<file path="src/rtl/core/nhd_pkg.sv">
// Shared widths, register indexes, codes and reset values of the neighbour and hop-distance block.
package nhd_pkg;

    // Payload widths.
    localparam int CMD_W    = 1;
    localparam int NODE_W   = 18;
    localparam int PORT_W   = 4;
    localparam int STATUS_W = 2;
    localparam int KIND_W   = 2;
    localparam int HOP_W    = 8;

    // Register widths.
    localparam int TOPO_W     = 3;
    localparam int DIMS_W     = 2;
    localparam int SIZE_W     = 7;
    localparam int PCNT_W     = 5;
    localparam int CFG_IDX_W  = 3;
    localparam int CFG_DATA_W = 7;

    // Default limits for the top level parameters.
    localparam int DEF_MAX_DIMENSIONS = 3;
    localparam int DEF_MAX_AXIS_SIZE  = 64;
    localparam int DEF_MAX_PORTS      = 16;

    // Register indexes on the configuration port.
    typedef enum logic [CFG_IDX_W-1:0] {
        CFG_TOPOLOGY   = 3'd0,
        CFG_DIMENSIONS = 3'd1,
        CFG_SIZE_AXIS0 = 3'd2,
        CFG_SIZE_AXIS1 = 3'd3,
        CFG_SIZE_AXIS2 = 3'd4,
        CFG_PORT_COUNT = 3'd5
    } t_cfg_index;

    // Topology codes.
    localparam logic [TOPO_W-1:0] TOPO_SWITCH    = 3'd0;
    localparam logic [TOPO_W-1:0] TOPO_RING      = 3'd1;
    localparam logic [TOPO_W-1:0] TOPO_MESH2D    = 3'd2;
    localparam logic [TOPO_W-1:0] TOPO_TORUS2D   = 3'd3;
    localparam logic [TOPO_W-1:0] TOPO_MESH_ND   = 3'd4;
    localparam logic [TOPO_W-1:0] TOPO_TORUS_ND  = 3'd5;
    localparam logic [TOPO_W-1:0] TOPO_IRREGULAR = 3'd6;

    // Status codes.
    localparam logic [STATUS_W-1:0] ST_OK       = 2'd0;
    localparam logic [STATUS_W-1:0] ST_BAD_NODE = 2'd1;
    localparam logic [STATUS_W-1:0] ST_BAD_PORT = 2'd2;

    // Link kinds.
    localparam logic [KIND_W-1:0] LK_ROUTER = 2'd0;
    localparam logic [KIND_W-1:0] LK_IFACE  = 2'd1;
    localparam logic [KIND_W-1:0] LK_CLOSED = 2'd2;
    localparam logic [KIND_W-1:0] LK_SELF   = 2'd3;

    // Reset values of the registers.
    localparam logic [TOPO_W-1:0] RST_TOPOLOGY   = TOPO_MESH2D;
    localparam logic [DIMS_W-1:0] RST_DIMENSIONS = 2'd2;
    localparam logic [SIZE_W-1:0] RST_SIZE_AXIS0 = 7'd4;
    localparam logic [SIZE_W-1:0] RST_SIZE_AXIS1 = 7'd4;
    localparam logic [SIZE_W-1:0] RST_SIZE_AXIS2 = 7'd1;
    localparam logic [PCNT_W-1:0] RST_PORT_COUNT = 5'd5;

endpackage

</file>
<file path="src/rtl/core/nhd_div.sv">
// Pipelined restoring divider for two dividends sharing one divisor, with a sideband.
module nhd_div #(
    parameter int NW  = 18,
    parameter int DW  = 7,
    parameter int BPS = 3,
    parameter int SW  = 1
) (
    input  logic          i_clk,
    input  logic          i_rst_n,
    input  logic          i_en,
    input  logic          i_valid,
    input  logic [NW-1:0] i_num_a,
    input  logic [NW-1:0] i_num_b,
    input  logic [DW-1:0] i_den,
    input  logic [SW-1:0] i_side,
    output logic          o_valid,
    output logic [NW-1:0] o_quo_a,
    output logic [NW-1:0] o_quo_b,
    output logic [DW-1:0] o_rem_a,
    output logic [DW-1:0] o_rem_b,
    output logic [SW-1:0] o_side
);

    localparam int NS  = (NW + BPS - 1) / BPS;
    localparam int ACW = DW + NW;

    logic           r_valid [NS];
    logic [ACW-1:0] r_acc_a [NS];
    logic [ACW-1:0] r_acc_b [NS];
    logic [SW-1:0]  r_side  [NS];
    logic [ACW-1:0] w_seed_a [NS];
    logic [ACW-1:0] w_seed_b [NS];
    logic [ACW-1:0] n_acc_a [NS];
    logic [ACW-1:0] n_acc_b [NS];

    // One quotient bit: shift the next dividend bit into the remainder and subtract if it fits.
    function automatic logic [ACW-1:0] div_step(input logic [ACW-1:0] acc,
                                                input logic [DW-1:0] den);
        logic [DW:0]   trial;
        logic [DW-1:0] rem;
        logic          qbit;
        trial = {acc[ACW-1 -: DW], acc[NW-1]};
        if (trial >= {1'b0, den}) begin
            rem  = DW'(trial - {1'b0, den});
            qbit = 1'b1;
        end else begin
            rem  = trial[DW-1:0];
            qbit = 1'b0;
        end
        return {rem, acc[NW-2:0], qbit};
    endfunction

    genvar k;
    generate
        for (k = 0; k < NS; k++) begin : g_stage
            // Each stage starts from the previous stage's partial result.
            if (k == 0) begin : g_first
                assign w_seed_a[k] = {{DW{1'b0}}, i_num_a};
                assign w_seed_b[k] = {{DW{1'b0}}, i_num_b};
            end else begin : g_next
                assign w_seed_a[k] = r_acc_a[k-1];
                assign w_seed_b[k] = r_acc_b[k-1];
            end

            // BPS quotient bits per stage; bits beyond the dividend are skipped.
            always_comb begin
                n_acc_a[k] = w_seed_a[k];
                n_acc_b[k] = w_seed_b[k];
                for (int j = 0; j < BPS; j++) begin
                    if (k * BPS + j < NW) begin
                        n_acc_a[k] = div_step(n_acc_a[k], i_den);
                        n_acc_b[k] = div_step(n_acc_b[k], i_den);
                    end
                end
            end

            // Stage valid bit.
            always_ff @(posedge i_clk) begin
                if (!i_rst_n) begin
                    r_valid[k] <= 1'b0;
                end else if (i_en) begin
                    r_valid[k] <= (k == 0) ? i_valid : r_valid[(k == 0) ? 0 : k - 1];
                end
            end

            // Stage payload.
            always_ff @(posedge i_clk) begin
                if (i_en) begin
                    r_acc_a[k] <= n_acc_a[k];
                    r_acc_b[k] <= n_acc_b[k];
                    r_side[k]  <= (k == 0) ? i_side : r_side[(k == 0) ? 0 : k - 1];
                end
            end
        end
    endgenerate

    assign o_valid = r_valid[NS-1];
    assign o_quo_a = r_acc_a[NS-1][NW-1:0];
    assign o_quo_b = r_acc_b[NS-1][NW-1:0];
    assign o_rem_a = r_acc_a[NS-1][ACW-1 -: DW];
    assign o_rem_b = r_acc_b[NS-1][ACW-1 -: DW];
    assign o_side  = r_side[NS-1];

endmodule

</file>
<file path="src/rtl/core/noc_neighbor_and_hop_distance.sv">
// Top level of the network-on-chip neighbour and hop-distance query pipeline.
//
// One query transaction is accepted in every cycle in which o_stall is low, and each gives exactly
// one result, in order: the node numbers are split into coordinates by three chained dividers of
// six stages each (ceil(18 / 3) stages, three quotient bits per stage), followed by one stage
// that classifies the port and takes the coordinate differences and one output stage that forms
// the attached node and the hop sum. A stall on the result side while a result waits holds the
// whole pipeline, and the input stall then follows it in the same cycle. Configuration writes
// take effect in the cycle after the write and every stage reads them, so transactions already in
// flight may see them too; the derived router count and axis strides are registered from them.
module noc_neighbor_and_hop_distance
    import nhd_pkg::*;
#(
    parameter int MAX_DIMENSIONS = DEF_MAX_DIMENSIONS,
    parameter int MAX_AXIS_SIZE  = DEF_MAX_AXIS_SIZE,
    parameter int MAX_PORTS      = DEF_MAX_PORTS
) (
    input  logic                  i_clk,
    input  logic                  i_rst_n,
    input  logic                  i_cfg_we,
    input  logic [CFG_IDX_W-1:0]  i_cfg_index,
    input  logic [CFG_DATA_W-1:0] i_cfg_data,
    input  logic                  i_valid,
    output logic                  o_stall,
    input  logic [CMD_W-1:0]      i_command,
    input  logic [NODE_W-1:0]     i_node,
    input  logic [PORT_W-1:0]     i_port_index,
    input  logic [NODE_W-1:0]     i_other_node,
    output logic                  o_valid,
    input  logic                  i_stall,
    output logic [STATUS_W-1:0]   o_status,
    output logic [KIND_W-1:0]     o_link_kind,
    output logic [NODE_W-1:0]     o_neighbor_node,
    output logic [PORT_W-1:0]     o_neighbor_port,
    output logic [HOP_W-1:0]      o_hop_distance
);

    localparam int SZW   = $clog2(MAX_AXIS_SIZE + 1);
    localparam int AW    = $clog2(MAX_AXIS_SIZE);
    localparam int CW    = 3 * SZW;
    localparam int PCW   = $clog2(MAX_PORTS + 1);
    localparam int CMPW  = (CW > NODE_W) ? CW : NODE_W;
    localparam int PCMPW = (PCW > PORT_W) ? PCW : PORT_W;
    localparam int SWW   = NODE_W + PCW;
    localparam int BPS   = 3;
    localparam int SW0   = CMD_W + PORT_W + 2 * NODE_W;
    localparam int SW1   = SW0 + 2 * AW;
    localparam int SW2   = SW1 + 2 * AW;

    typedef enum logic [2:0] {
        ACT_ZERO,
        ACT_SWITCH,
        ACT_IFACE,
        ACT_SELF,
        ACT_CLOSED,
        ACT_ADD,
        ACT_SUB
    } t_act;

    // Configuration registers.
    logic [TOPO_W-1:0] r_topology;
    logic [DIMS_W-1:0] r_dimensions;
    logic [SIZE_W-1:0] r_size [3];
    logic [PCNT_W-1:0] r_port_count;

    always_ff @(posedge i_clk) begin
        if (!i_rst_n) begin
            r_topology   <= RST_TOPOLOGY;
            r_dimensions <= RST_DIMENSIONS;
            r_size[0]    <= RST_SIZE_AXIS0;
            r_size[1]    <= RST_SIZE_AXIS1;
            r_size[2]    <= RST_SIZE_AXIS2;
            r_port_count <= RST_PORT_COUNT;
        end else if (i_cfg_we) begin
            case (i_cfg_index)
                CFG_TOPOLOGY:   r_topology   <= i_cfg_data[TOPO_W-1:0];
                CFG_DIMENSIONS: r_dimensions <= i_cfg_data[DIMS_W-1:0];
                CFG_SIZE_AXIS0: r_size[0]    <= i_cfg_data[SIZE_W-1:0];
                CFG_SIZE_AXIS1: r_size[1]    <= i_cfg_data[SIZE_W-1:0];
                CFG_SIZE_AXIS2: r_size[2]    <= i_cfg_data[SIZE_W-1:0];
                CFG_PORT_COUNT: r_port_count <= i_cfg_data[PCNT_W-1:0];
                default: ;
            endcase
        end
    end

    // Effective axis sizes: zero counts as one and large values saturate.
    function automatic logic [SZW-1:0] sat_size(input logic [SIZE_W-1:0] s);
        if (s == '0) begin
            return SZW'(1);
        end else if (int'(s) > MAX_AXIS_SIZE) begin
            return SZW'(MAX_AXIS_SIZE);
        end else begin
            return SZW'(s);
        end
    endfunction

    logic [SZW-1:0]    w_size [3];
    logic [DIMS_W-1:0] w_dims;
    logic [PCW-1:0]    w_pc;

    assign w_size[0] = sat_size(r_size[0]);
    assign w_size[1] = sat_size(r_size[1]);
    assign w_size[2] = sat_size(r_size[2]);

    // Axes in use: ring and switch have one, the two-dimensional kinds two, the others the dimensions
    always_comb begin
        if (r_topology == TOPO_SWITCH || r_topology == TOPO_RING) begin
            w_dims = DIMS_W'(1);
        end else if (r_topology == TOPO_MESH2D || r_topology == TOPO_TORUS2D) begin
            w_dims = DIMS_W'(2);
        end else if (r_dimensions == '0) begin
            w_dims = DIMS_W'(1);
        end else begin
            w_dims = r_dimensions;
        end
        if (int'(w_dims) > MAX_DIMENSIONS) begin
            w_dims = DIMS_W'(MAX_DIMENSIONS);
        end
    end

    // Effective port count.
    always_comb begin
        if (r_port_count == '0) begin
            w_pc = PCW'(1);
        end else if (int'(r_port_count) > MAX_PORTS) begin
            w_pc = PCW'(MAX_PORTS);
        end else begin
            w_pc = PCW'(r_port_count);
        end
    end

    // Axis-2 stride, wrap spans and router count, registered from the configuration registers.
    logic [CW-1:0] r_stride2;
    logic [CW-1:0] r_span1;
    logic [CW-1:0] r_span2;
    logic [CW-1:0] r_count;

    always_ff @(posedge i_clk) begin
        r_stride2 <= CW'(w_size[0]) * CW'(w_size[1]);
        r_span1   <= CW'(w_size[1] - SZW'(1)) * CW'(w_size[0]);
        r_span2   <= CW'(w_size[2] - SZW'(1)) * r_stride2;
        case (w_dims)
            2'd1:    r_count <= CW'(w_size[0]);
            2'd2:    r_count <= r_stride2;
            default: r_count <= r_span2 + r_stride2;
        endcase
    end

    // The whole pipeline advances unless a result is held by the receiver.
    logic r_out_valid;
    logic w_en;

    assign w_en    = !(r_out_valid && i_stall);
    assign o_stall = !w_en;
    assign o_valid = r_out_valid;

    // Coordinate split: three chained dividers by the axis sizes.
    logic              w_d0_valid, w_d1_valid, w_d2_valid;
    logic [NODE_W-1:0] w_q0_a, w_q0_b, w_q1_a, w_q1_b;
    logic [SZW-1:0]    w_r0_a, w_r0_b, w_r1_a, w_r1_b, w_r2_a, w_r2_b;
    logic [SW0-1:0]    w_side0;
    logic [SW1-1:0]    w_side1;
    logic [SW2-1:0]    w_side2;

    nhd_div #(.NW(NODE_W), .DW(SZW), .BPS(BPS), .SW(SW0)) u_div0 (
        .i_clk   (i_clk),
        .i_rst_n (i_rst_n),
        .i_en    (w_en),
        .i_valid (i_valid),
        .i_num_a (i_node),
        .i_num_b (i_other_node),
        .i_den   (w_size[0]),
        .i_side  ({i_command, i_port_index, i_node, i_other_node}),
        .o_valid (w_d0_valid),
        .o_quo_a (w_q0_a),
        .o_quo_b (w_q0_b),
        .o_rem_a (w_r0_a),
        .o_rem_b (w_r0_b),
        .o_side  (w_side0)
    );

    nhd_div #(.NW(NODE_W), .DW(SZW), .BPS(BPS), .SW(SW1)) u_div1 (
        .i_clk   (i_clk),
        .i_rst_n (i_rst_n),
        .i_en    (w_en),
        .i_valid (w_d0_valid),
        .i_num_a (w_q0_a),
        .i_num_b (w_q0_b),
        .i_den   (w_size[1]),
        .i_side  ({w_side0, w_r0_a[AW-1:0], w_r0_b[AW-1:0]}),
        .o_valid (w_d1_valid),
        .o_quo_a (w_q1_a),
        .o_quo_b (w_q1_b),
        .o_rem_a (w_r1_a),
        .o_rem_b (w_r1_b),
        .o_side  (w_side1)
    );

    nhd_div #(.NW(NODE_W), .DW(SZW), .BPS(BPS), .SW(SW2)) u_div2 (
        .i_clk   (i_clk),
        .i_rst_n (i_rst_n),
        .i_en    (w_en),
        .i_valid (w_d1_valid),
        .i_num_a (w_q1_a),
        .i_num_b (w_q1_b),
        .i_den   (w_size[2]),
        .i_side  ({w_side1, w_r1_a[AW-1:0], w_r1_b[AW-1:0]}),
        .o_valid (w_d2_valid),
        .o_quo_a (),
        .o_quo_b (),
        .o_rem_a (w_r2_a),
        .o_rem_b (w_r2_b),
        .o_side  (w_side2)
    );

    // Unpack the sideband; axes beyond those in use read as zero.
    logic [CMD_W-1:0]  w_cmd;
    logic [PORT_W-1:0] w_port;
    logic [NODE_W-1:0] w_node;
    logic [NODE_W-1:0] w_other;
    logic [AW-1:0]     w_c0_a, w_c0_b, w_c1_a, w_c1_b;
    logic [AW-1:0]     w_ca [3];
    logic [AW-1:0]     w_cb [3];

    assign {w_cmd, w_port, w_node, w_other, w_c0_a, w_c0_b, w_c1_a, w_c1_b} = w_side2;
    assign w_ca[0] = w_c0_a;
    assign w_cb[0] = w_c0_b;
    assign w_ca[1] = (w_dims >= 2'd2) ? w_c1_a : '0;
    assign w_cb[1] = (w_dims >= 2'd2) ? w_c1_b : '0;
    assign w_ca[2] = (w_dims == 2'd3) ? w_r2_a[AW-1:0] : '0;
    assign w_cb[2] = (w_dims == 2'd3) ? w_r2_b[AW-1:0] : '0;

    // Port to axis: the pair number modulo the axis count, counted from the top axis.
    logic [2:0]        w_pair;
    logic [1:0]        w_pair_mod;
    logic [1:0]        w_axis;
    logic [AW-1:0]     w_coord;
    logic [AW-1:0]     w_last;
    logic [CW-1:0]     w_stride;
    logic [CW-1:0]     w_span;
    logic              w_wraps;
    logic              w_bad_node;
    logic              w_bad_port;

    assign w_pair = 3'((w_port - PORT_W'(1)) >> 1);

    always_comb begin
        case (w_dims)
            2'd2:    w_pair_mod = {1'b0, w_pair[0]};
            2'd3: begin
                if (w_pair inside {3'd0, 3'd3, 3'd6}) begin
                    w_pair_mod = 2'd0;
                end else if (w_pair inside {3'd1, 3'd4, 3'd7}) begin
                    w_pair_mod = 2'd1;
                end else begin
                    w_pair_mod = 2'd2;
                end
            end
            default: w_pair_mod = 2'd0;
        endcase
    end

    assign w_axis = 2'(w_dims - 2'd1 - w_pair_mod);

    always_comb begin
        case (w_axis)
            2'd0: begin
                w_coord  = w_ca[0];
                w_last   = AW'(w_size[0] - SZW'(1));
                w_stride = CW'(1);
                w_span   = CW'(w_size[0] - SZW'(1));
            end
            2'd1: begin
                w_coord  = w_ca[1];
                w_last   = AW'(w_size[1] - SZW'(1));
                w_stride = CW'(w_size[0]);
                w_span   = r_span1;
            end
            default: begin
                w_coord  = w_ca[2];
                w_last   = AW'(w_size[2] - SZW'(1));
                w_stride = r_stride2;
                w_span   = r_span2;
            end
        endcase
    end

    assign w_wraps = (r_topology == TOPO_RING) || (r_topology == TOPO_TORUS2D) ||
                     (r_topology == TOPO_TORUS_ND);
    assign w_bad_node = (CMPW'(w_node) >= CMPW'(r_count)) ||
                        (w_cmd == 1'b1 && CMPW'(w_other) >= CMPW'(r_count));
    assign w_bad_port = PCMPW'(w_port) >= PCMPW'(w_pc);

    // Classification of the query into an action on the node number.
    logic [STATUS_W-1:0] n_p1_status;
    t_act                n_p1_act;
    logic [CW-1:0]       n_p1_offset;
    logic [PORT_W-1:0]   n_p1_nport;

    always_comb begin
        n_p1_status = ST_OK;
        n_p1_act    = ACT_ZERO;
        n_p1_offset = '0;
        n_p1_nport  = '0;
        if (w_bad_node) begin
            n_p1_status = ST_BAD_NODE;
        end else if (w_cmd == 1'b1) begin
            n_p1_act = ACT_ZERO;
        end else if (w_bad_port) begin
            n_p1_status = ST_BAD_PORT;
        end else if (r_topology == TOPO_SWITCH) begin
            n_p1_act = ACT_SWITCH;
        end else if (w_port == '0) begin
            n_p1_act = ACT_IFACE;
        end else if (r_topology >= TOPO_IRREGULAR) begin
            n_p1_act   = ACT_SELF;
            n_p1_nport = w_port;
        end else if (w_port[0]) begin
            // Down port: step back, or wrap to the far end on a torus or ring.
            if (w_coord != '0) begin
                n_p1_act    = ACT_SUB;
                n_p1_offset = w_stride;
                n_p1_nport  = w_port + PORT_W'(1);
            end else if (w_wraps) begin
                n_p1_act    = ACT_ADD;
                n_p1_offset = w_span;
                n_p1_nport  = w_port + PORT_W'(1);
            end else begin
                n_p1_act = ACT_CLOSED;
            end
        end else begin
            // Up port: step forward, or wrap to coordinate zero.
            if (w_coord < w_last) begin
                n_p1_act    = ACT_ADD;
                n_p1_offset = w_stride;
                n_p1_nport  = w_port - PORT_W'(1);
            end else if (w_wraps) begin
                n_p1_act    = ACT_SUB;
                n_p1_offset = w_span;
                n_p1_nport  = w_port - PORT_W'(1);
            end else begin
                n_p1_act = ACT_CLOSED;
            end
        end
    end

    // Classification stage registers.
    logic                r_p1_valid;
    logic [STATUS_W-1:0] r_p1_status;
    t_act                r_p1_act;
    logic [CW-1:0]       r_p1_offset;
    logic [PORT_W-1:0]   r_p1_nport;
    logic [PORT_W-1:0]   r_p1_port;
    logic [NODE_W-1:0]   r_p1_node;
    logic                r_p1_dist;
    logic [AW-1:0]       r_p1_diff [3];

    always_ff @(posedge i_clk) begin
        if (!i_rst_n) begin
            r_p1_valid <= 1'b0;
        end else if (w_en) begin
            r_p1_valid <= w_d2_valid;
        end
    end

    always_ff @(posedge i_clk) begin
        if (w_en) begin
            r_p1_status <= n_p1_status;
            r_p1_act    <= n_p1_act;
            r_p1_offset <= n_p1_offset;
            r_p1_nport  <= n_p1_nport;
            r_p1_port   <= w_port;
            r_p1_node   <= w_node;
            r_p1_dist   <= (w_cmd == 1'b1) && !w_bad_node;
            for (int a = 0; a < 3; a++) begin
                r_p1_diff[a] <= (w_ca[a] > w_cb[a]) ? (w_ca[a] - w_cb[a]) : (w_cb[a] - w_ca[a]);
            end
        end
    end

    // Result fields from the action.
    logic [KIND_W-1:0] n_out_kind;
    logic [NODE_W-1:0] n_out_node;
    logic [AW+1:0]     w_hop_sum;

    assign w_hop_sum = (AW + 2)'(r_p1_diff[0]) + (AW + 2)'(r_p1_diff[1]) +
                       (AW + 2)'(r_p1_diff[2]);

    always_comb begin
        case (r_p1_act)
            ACT_SWITCH: begin
                n_out_kind = LK_IFACE;
                n_out_node = NODE_W'(SWW'(r_p1_node) * SWW'(w_pc) + SWW'(r_p1_port));
            end
            ACT_IFACE: begin
                n_out_kind = LK_IFACE;
                n_out_node = r_p1_node;
            end
            ACT_SELF: begin
                n_out_kind = LK_SELF;
                n_out_node = r_p1_node;
            end
            ACT_CLOSED: begin
                n_out_kind = LK_CLOSED;
                n_out_node = '0;
            end
            ACT_ADD: begin
                n_out_kind = LK_ROUTER;
                n_out_node = NODE_W'((CMPW + 1)'(r_p1_node) + (CMPW + 1)'(r_p1_offset));
            end
            ACT_SUB: begin
                n_out_kind = LK_ROUTER;
                n_out_node = NODE_W'((CMPW + 1)'(r_p1_node) - (CMPW + 1)'(r_p1_offset));
            end
            default: begin
                n_out_kind = LK_ROUTER;
                n_out_node = '0;
            end
        endcase
    end

    // Output register.
    always_ff @(posedge i_clk) begin
        if (!i_rst_n) begin
            r_out_valid <= 1'b0;
        end else if (w_en) begin
            r_out_valid <= r_p1_valid;
        end
    end

    always_ff @(posedge i_clk) begin
        if (w_en) begin
            o_status        <= r_p1_status;
            o_link_kind     <= n_out_kind;
            o_neighbor_node <= n_out_node;
            o_neighbor_port <= r_p1_nport;
            o_hop_distance  <= r_p1_dist ? HOP_W'(w_hop_sum) : '0;
        end
    end

    // An error result carries no other information.
    a_error_zero: assert property (@(posedge i_clk) disable iff (!i_rst_n)
        (o_valid && o_status != ST_OK) |->
        (o_link_kind == LK_ROUTER && o_neighbor_node == '0 &&
         o_neighbor_port == '0 && o_hop_distance == '0))
        else $error("error result with non-zero fields");

    // A closed edge names no node and no port.
    a_closed_zero: assert property (@(posedge i_clk) disable iff (!i_rst_n)
        (o_valid && o_link_kind == LK_CLOSED) |->
        (o_neighbor_node == '0 && o_neighbor_port == '0 && o_hop_distance == '0))
        else $error("closed edge with non-zero neighbour");

    // The input is held back only while a result waits.
    a_stall_cause: assert property (@(posedge i_clk) disable iff (!i_rst_n)
        o_stall |-> (o_valid && i_stall))
        else $error("input stalled without a waiting result");

    // A held pipeline keeps its classification stage.
    a_hold_p1: assert property (@(posedge i_clk) disable iff (!i_rst_n)
        (o_stall && r_p1_valid) |=> r_p1_valid)
        else $error("classification stage lost during stall");

endmodule
</file>
<file path="config.mk">
export PLATFORM = sky130hd
export DESIGN_NAME = noc_neighbor_and_hop_distance
export DESIGN_NICKNAME = d
export VERILOG_FILES = /design/src/rtl/core/nhd_pkg.sv /design/src/rtl/core/nhd_div.sv /design/src/rtl/core/noc_neighbor_and_hop_distance.sv
export SDC_FILE = /design/constraint.sdc
export NUM_CORES = 2
export LEC_CHECK = 0
export BUFFER_PORTS_ARGS = -buffer_cell sky130_fd_sc_hd__buf_2
export CAP_MARGIN = 20
export CORE_MARGIN = 3
export CORE_UTILIZATION = 23
export CTS_CLUSTER_DIAMETER = 40
export CTS_CLUSTER_SIZE = 16
export DETAILED_ROUTE_END_ITERATION = 7
export GPL_TIMING_DRIVEN = 1
export PLACE_DENSITY = 0.42
export SETUP_SLACK_MARGIN = 0.02
export SKIP_LAST_GASP = 1
export SLEW_MARGIN = 40
export SYNTH_ARGS = -nofsm -noshare
export SYNTH_HDL_FRONTEND = slang
export SYNTH_SLANG_ARGS = --single-unit
</file>
<file path="constraint.sdc">
create_clock -name i_clk -period 65.9 [get_ports i_clk]
set_input_delay 0 -clock i_clk [delete_from_list [all_inputs] [get_ports i_clk]]
set_output_delay 0 -clock i_clk [all_outputs]
set_load 0.02 [all_outputs]
</file>
---- Yosys cells after proc, flatten, opt, wreduce, memory -nomap -nowiden ----
Memories as Yosys holds them, arrays and structs flattened. A register that Yosys moved wholly into a read port is not among the register bits.
Cells that the tools add are included.
word-level totals
  flip-flop bits (word level) ............. 167
  memory bits (writable) .................. 1,911
  logic and storage cells ................. 672
  memories ................................ 14
operators by class
  add/subtract/negate cells ............... 130
  $mul .................................... 4
  order comparisons ....................... 121
  eq/ne operators ......................... 24
  muxes and demuxes ....................... 301
  bitwise logic cells ..................... 21
  reduce and logical (&&, ||, !) cells .... 34
memory list
  memory           words  width  read ports  clocked after Yosys merged registers in  wr ports  line           source
  u_div2.r_side    6      65     6           0                                        6         nhd_div.sv:30  logic [SW-1:0] r_side [NS];
  u_div1.r_side    6      53     6           0                                        6         nhd_div.sv:30
  u_div0.r_side    6      41     6           0                                        6         nhd_div.sv:30
  u_div0.r_acc_a   6      25     6           0                                        6         nhd_div.sv:28  logic [ACW-1:0] r_acc_a [NS];
  u_div0.r_acc_b   6      25     6           0                                        6         nhd_div.sv:29  logic [ACW-1:0] r_acc_b [NS];
  u_div1.r_acc_a   6      25     6           0                                        6         nhd_div.sv:28
  8 more memories  --     --     --          --                                       --        --
operator list
  operator                                             count
  two-way mux 7 bit                                    117
  greater-or-equal comparator 8 x 7 -> 1 bit           102
  subtractor 7 bit                                     102
  two-way mux 1 bit                                    145
  two-way mux 18 bit                                   4
  case mux 18 bit (4 select lines)                     1
  greater-or-equal comparator 1 x 7 -> 1 bit           6
  greater-or-equal comparator 18 x 21 -> 1 bit         2
  two-way mux 6 bit                                    7
  case mux 21 bit (2 select lines)                     1
  subtractor 1 x 7 -> 7 bit                            6
  case mux 18 bit (2 select lines)                     1
  subtractor 6 bit                                     6
  case mux 14 bit (2 select lines)                     1
  equality test 3 bit, second input constant           9
  two-way mux 2 bit                                    12
  two-way mux 4 bit                                    6
  case mux 6 bit (2 select lines)                      2
  subtractor 7 x 1 -> 8 bit, second input constant     3
  adder 21 x 14 -> 21 bit                              1
  equality test 3 x 2 -> 1 bit, second input constant  7
  > comparator 7 bit, second input constant            3
  zero test 7 bit                                      3
  multiplier 8 x 15 -> 21 bit                          1
  other kinds (41)                                     87

---- Logic depth before layout (Yosys ltp) ----
An unclocked memory read counts as a cell.
  word-level depth ........................ 16
  depth in mapped cells ................... 33

---- By module ----
A second synthesis with hierarchy kept.
unflattened totals
  cells, all modules ...................... 9,823
  area total of the unflattened synthesis .. 120,759.6 µm²
modules (own cells, without submodules)
  module                         times used  cells an instance  area an instance (µm²)  seq. area each (µm²)
  nhd_div (u_div2)               1           2,509              34,978.5                20,890.0
  nhd_div (u_div1)               1           2,500              32,809.0                18,728.0
  nhd_div (u_div0)               1           2,341              30,385.4                16,565.9
  noc_neighbor_and_hop_distance  1           2,473              22,586.7                5,375.2

---- Worst setup path before layout ----
No wires, ideal clock.
  path kind ............................... register to register
  from .................................... register r_out_valid (netlist: o_valid)
  to ...................................... memory u_div0.r_valid[0][0] (data pin)
  arrival ................................. 50.651 ns
  data required time ...................... 65.523 ns
  slack ................................... 14.872 ns
  stages on the path, launching flop included .. 4
  period minus slack after synthesis ...... 51.028 ns
  path through ............................ dfxtp_1 > nand2_1 > clkbuf_1 > and3_1
RTL lines
  element                 line                                  source
  start, declared         noc_neighbor_and_hop_distance.sv:151  logic r_out_valid;
  start signal, assigned  noc_neighbor_and_hop_distance.sv:428  r_out_valid <= r_p1_valid;
  end, declared           nhd_div.sv:27                         logic r_valid [NS];

==> reports/qor.csv <==
metric,value,unit
synth unique cells,110,
# fillers,47800,
Worst path max stage delay,0.70,ns
worst skew pair latency,0.89,ns
commonest register cell after synthesis,edfxtp_1,
"area leader, netlist",edfxtp_1,
core area,0.465,mm^2
DP HPWL,192,mm
Fin Hold WS,0.0672,ns
GP Congestion,0.832,
Critical path origin,r_size[0][6],
fin nets,10500,
DR WL/cell,17.1,um
hold path depth,2,
final instance area,0.128,mm^2
Longest Clk Path Bufs,4,
"Cell Count, Final, Fillers Out",15600,
Initial Utilization,0.232,
Avg Synthesized Cell Area,12.5,um^2
Total GRT Usage,0.110,
std cell rows,250,
Die Span Y,690,um
top-area cell type share of the netlist area,0.494,
most common cell in the netlist,edfxtp_1,
max-cap violations,0,
sequential cell area fraction in the yosys report,0.510,
status,completed,
largest net degree at the start of global routing,166,
vias in the first global route,70500,
CTS Sinks,1857,
CTS Buf Count,308,
Hold WC Path Type,in2reg,
num ports,92,
"EDFF count, synth",1770,
fin crit period,9.76,ns
initial antenna violation count,24,
Critical-path top delay cell,edfxtp_1,
relative slew slack,0.355,
"top cells by area, synth","edfxtp_1, ha_1, fa_1",
WP data required,66.53,ns
first-pass GRT wire length,416,mm
Critical Path Sink Type,register,
synth cell count leaders,"edfxtp_1, ha_1, inv_1",
Reg2Reg Depth,32,
Slew Limit Fails,0,
kind of critical path,reg2reg,
final number of setup-violating endpoints,0,
highest clock rate,0.102,GHz
share of layout cells above drive strength 1,0.135,
Buf/Inv on CP,5,
Final Hold Fails,0,
FF-to-FF Start,r_size[0][6],
asr flop ratio synth,0,
DP Area,0.116,mm^2
CP Data Arrival Time,10.39,ns
CP Max Fanout,23,
CTS H-tree lvls,5,
Synth Instances,8635,
Clock Tree Root,clkbuf_16,
final wirelength,267,mm
sequential cell area,0.0549,mm^2
unrepaired setup endpoints after global routing,false,
placed cell count,14900,
Vias,67300,
Setup Skew,0.0540,ns
post-synthesis register bit count,1857,
final period utilization,0.148,
DR pass1 iterations,6,
flop-to-flop setup slack,56.14,ns
CTS clock-pin slew for the worst setup and hold paths,0.06,ns
setup TNS,0,ns
area delta synth->final,19.1,%
hold_sp,i_other_node[17],
CTS tree,built,
worst-margin pin slew,0.961,ns
multi-input logic area,0.0493,mm^2
detailed-route DRC error count,0,
die area,0.476,mm^2
CP top delay family,compound AO/OA/AOI/OAI gates,
Die W,690,um
Port Buf Inserts,91,
vias per cell,4.31,
worst hold path endpoint,u_div0.r_side[0][17],
crit path launch type,register,
Post-Synthesis Cell Area,0.108,mm^2
R2R Path End,u_div0.r_acc_a[3][21],
Ys Warns,0,
remaining antenna violation count,0,
GRT overflow,0,
Initial DRC Count,4292,
layout make-up:
class	count	area share
inverter	863	0.0253
multi-input combinational	5842	0.385
timing repair buffer	293	0.0185
tap	6174	0.0603
clock inverter	227	0.0209
sequential	1857	0.428
antenna	2	0.0000390
clock buffer	344	0.0623
worst reg2reg max path, delay by kind of cell, from the launching register on:
kind,cells,cell delay [ns]
AOI/OAI and AO/OA,15,3.97
adders and majority gates,4,1.43
buffers and inverters,5,1.34
DFF,1,0.70
muxes,2,0.74
and+or+nand+nor,6,1.39
registers in the layout, indices dropped and copies added, names as in the netlist, 8 cells and up:
| name | flops |
|---|---|
| o_hop_distance | 8 |
| o_neighbor_node | 18 |
| r_count | 21 |
| r_p1_diff | 18 |
| r_p1_node | 18 |
| r_p1_offset | 18 |
| r_size | 21 |
| r_span1 | 16 |
| r_span2 | 21 |
| r_stride2 | 14 |
| u_div0.r_acc_a | 149 |
| u_div0.r_acc_b | 149 |
| u_div0.r_side | 156 |
| u_div1.r_acc_a | 149 |
| u_div1.r_acc_b | 149 |
| u_div1.r_side | 318 |
| u_div2.r_acc_a | 86 |
| u_div2.r_acc_b | 86 |
| u_div2.r_side | 390 |
per-layer routing:
metal  global-route usage  share of wire
met5                    0        0.00015
met4               0.0325          0.028
met3               0.0148          0.038
met2                0.182           0.46
met1                0.150           0.47
through the flow:
| step | utilization | setup slack [ns] |
|---|---|---|
| 2_1_floorplan | - | 14.87 |
| 4_1_cts | 0.276 | 55.99 |
| 5_1_grt | 0.276 | 55.39 |
| 3_3_place_gp | 0.250 | 56.21 |
| 3_5_place_dp | 0.250 | 55.97 |
| 6_report | 0.276 | 56.14 |
what timing repair did:
action,4_1_cts,5_1_grt
hold buffers,111,0
setup buffers,0,0
endpoints found under the hold margin,160,0
resized for setup,0,0
cell families after synthesis:
kind of cell | after synthesis | share of synthesized area
AND/OR/NAND/NOR | 1870 | 0.0893
flip-flops | 1857 | 0.510
AO/OA/AOI/OAI | 1622 | 0.100
adder cells (fa/ha/maj) | 1302 | 0.173
buffers and inverters | 970 | 0.0343
multiplexers | 519 | 0.0531
XOR/XNOR | 493 | 0.0402
other | 2 | 0.0000698
placed cells by master, fill, tap and decap left out, types with 243 or more instances in the layout:
master and n:
clkbuf_16 313, ha_1 997, edfxtp_1 1770, fa_1 304
a21o_1 243, mux2_2 359, xnor2_1 319, a21oi_1 377
o21ai_0 351, nor2_1 392, inv_1 835, nand2_1 413
how the worst max path moves through the flow:
stage | to | slack (ns) | depth (start not counted)
final | u_div0.r_acc_a[3][21] | 56.14 | 32
after global routing | u_div0.r_acc_a[3][21] | 55.39 | 32
after global placement | u_div0.r_acc_b[5][22] | 56.21 | 30
after floorplan | u_div0.r_valid[0][0] | 14.87 | 3
after CTS | u_div0.r_acc_b[5][22] | 55.99 | 30
after detailed placement | u_div0.r_acc_b[5][22] | 55.97 | 30
Power is not shown: default switching activity piles up to over one toggle a cycle in this logic, so the estimate is an artifact.
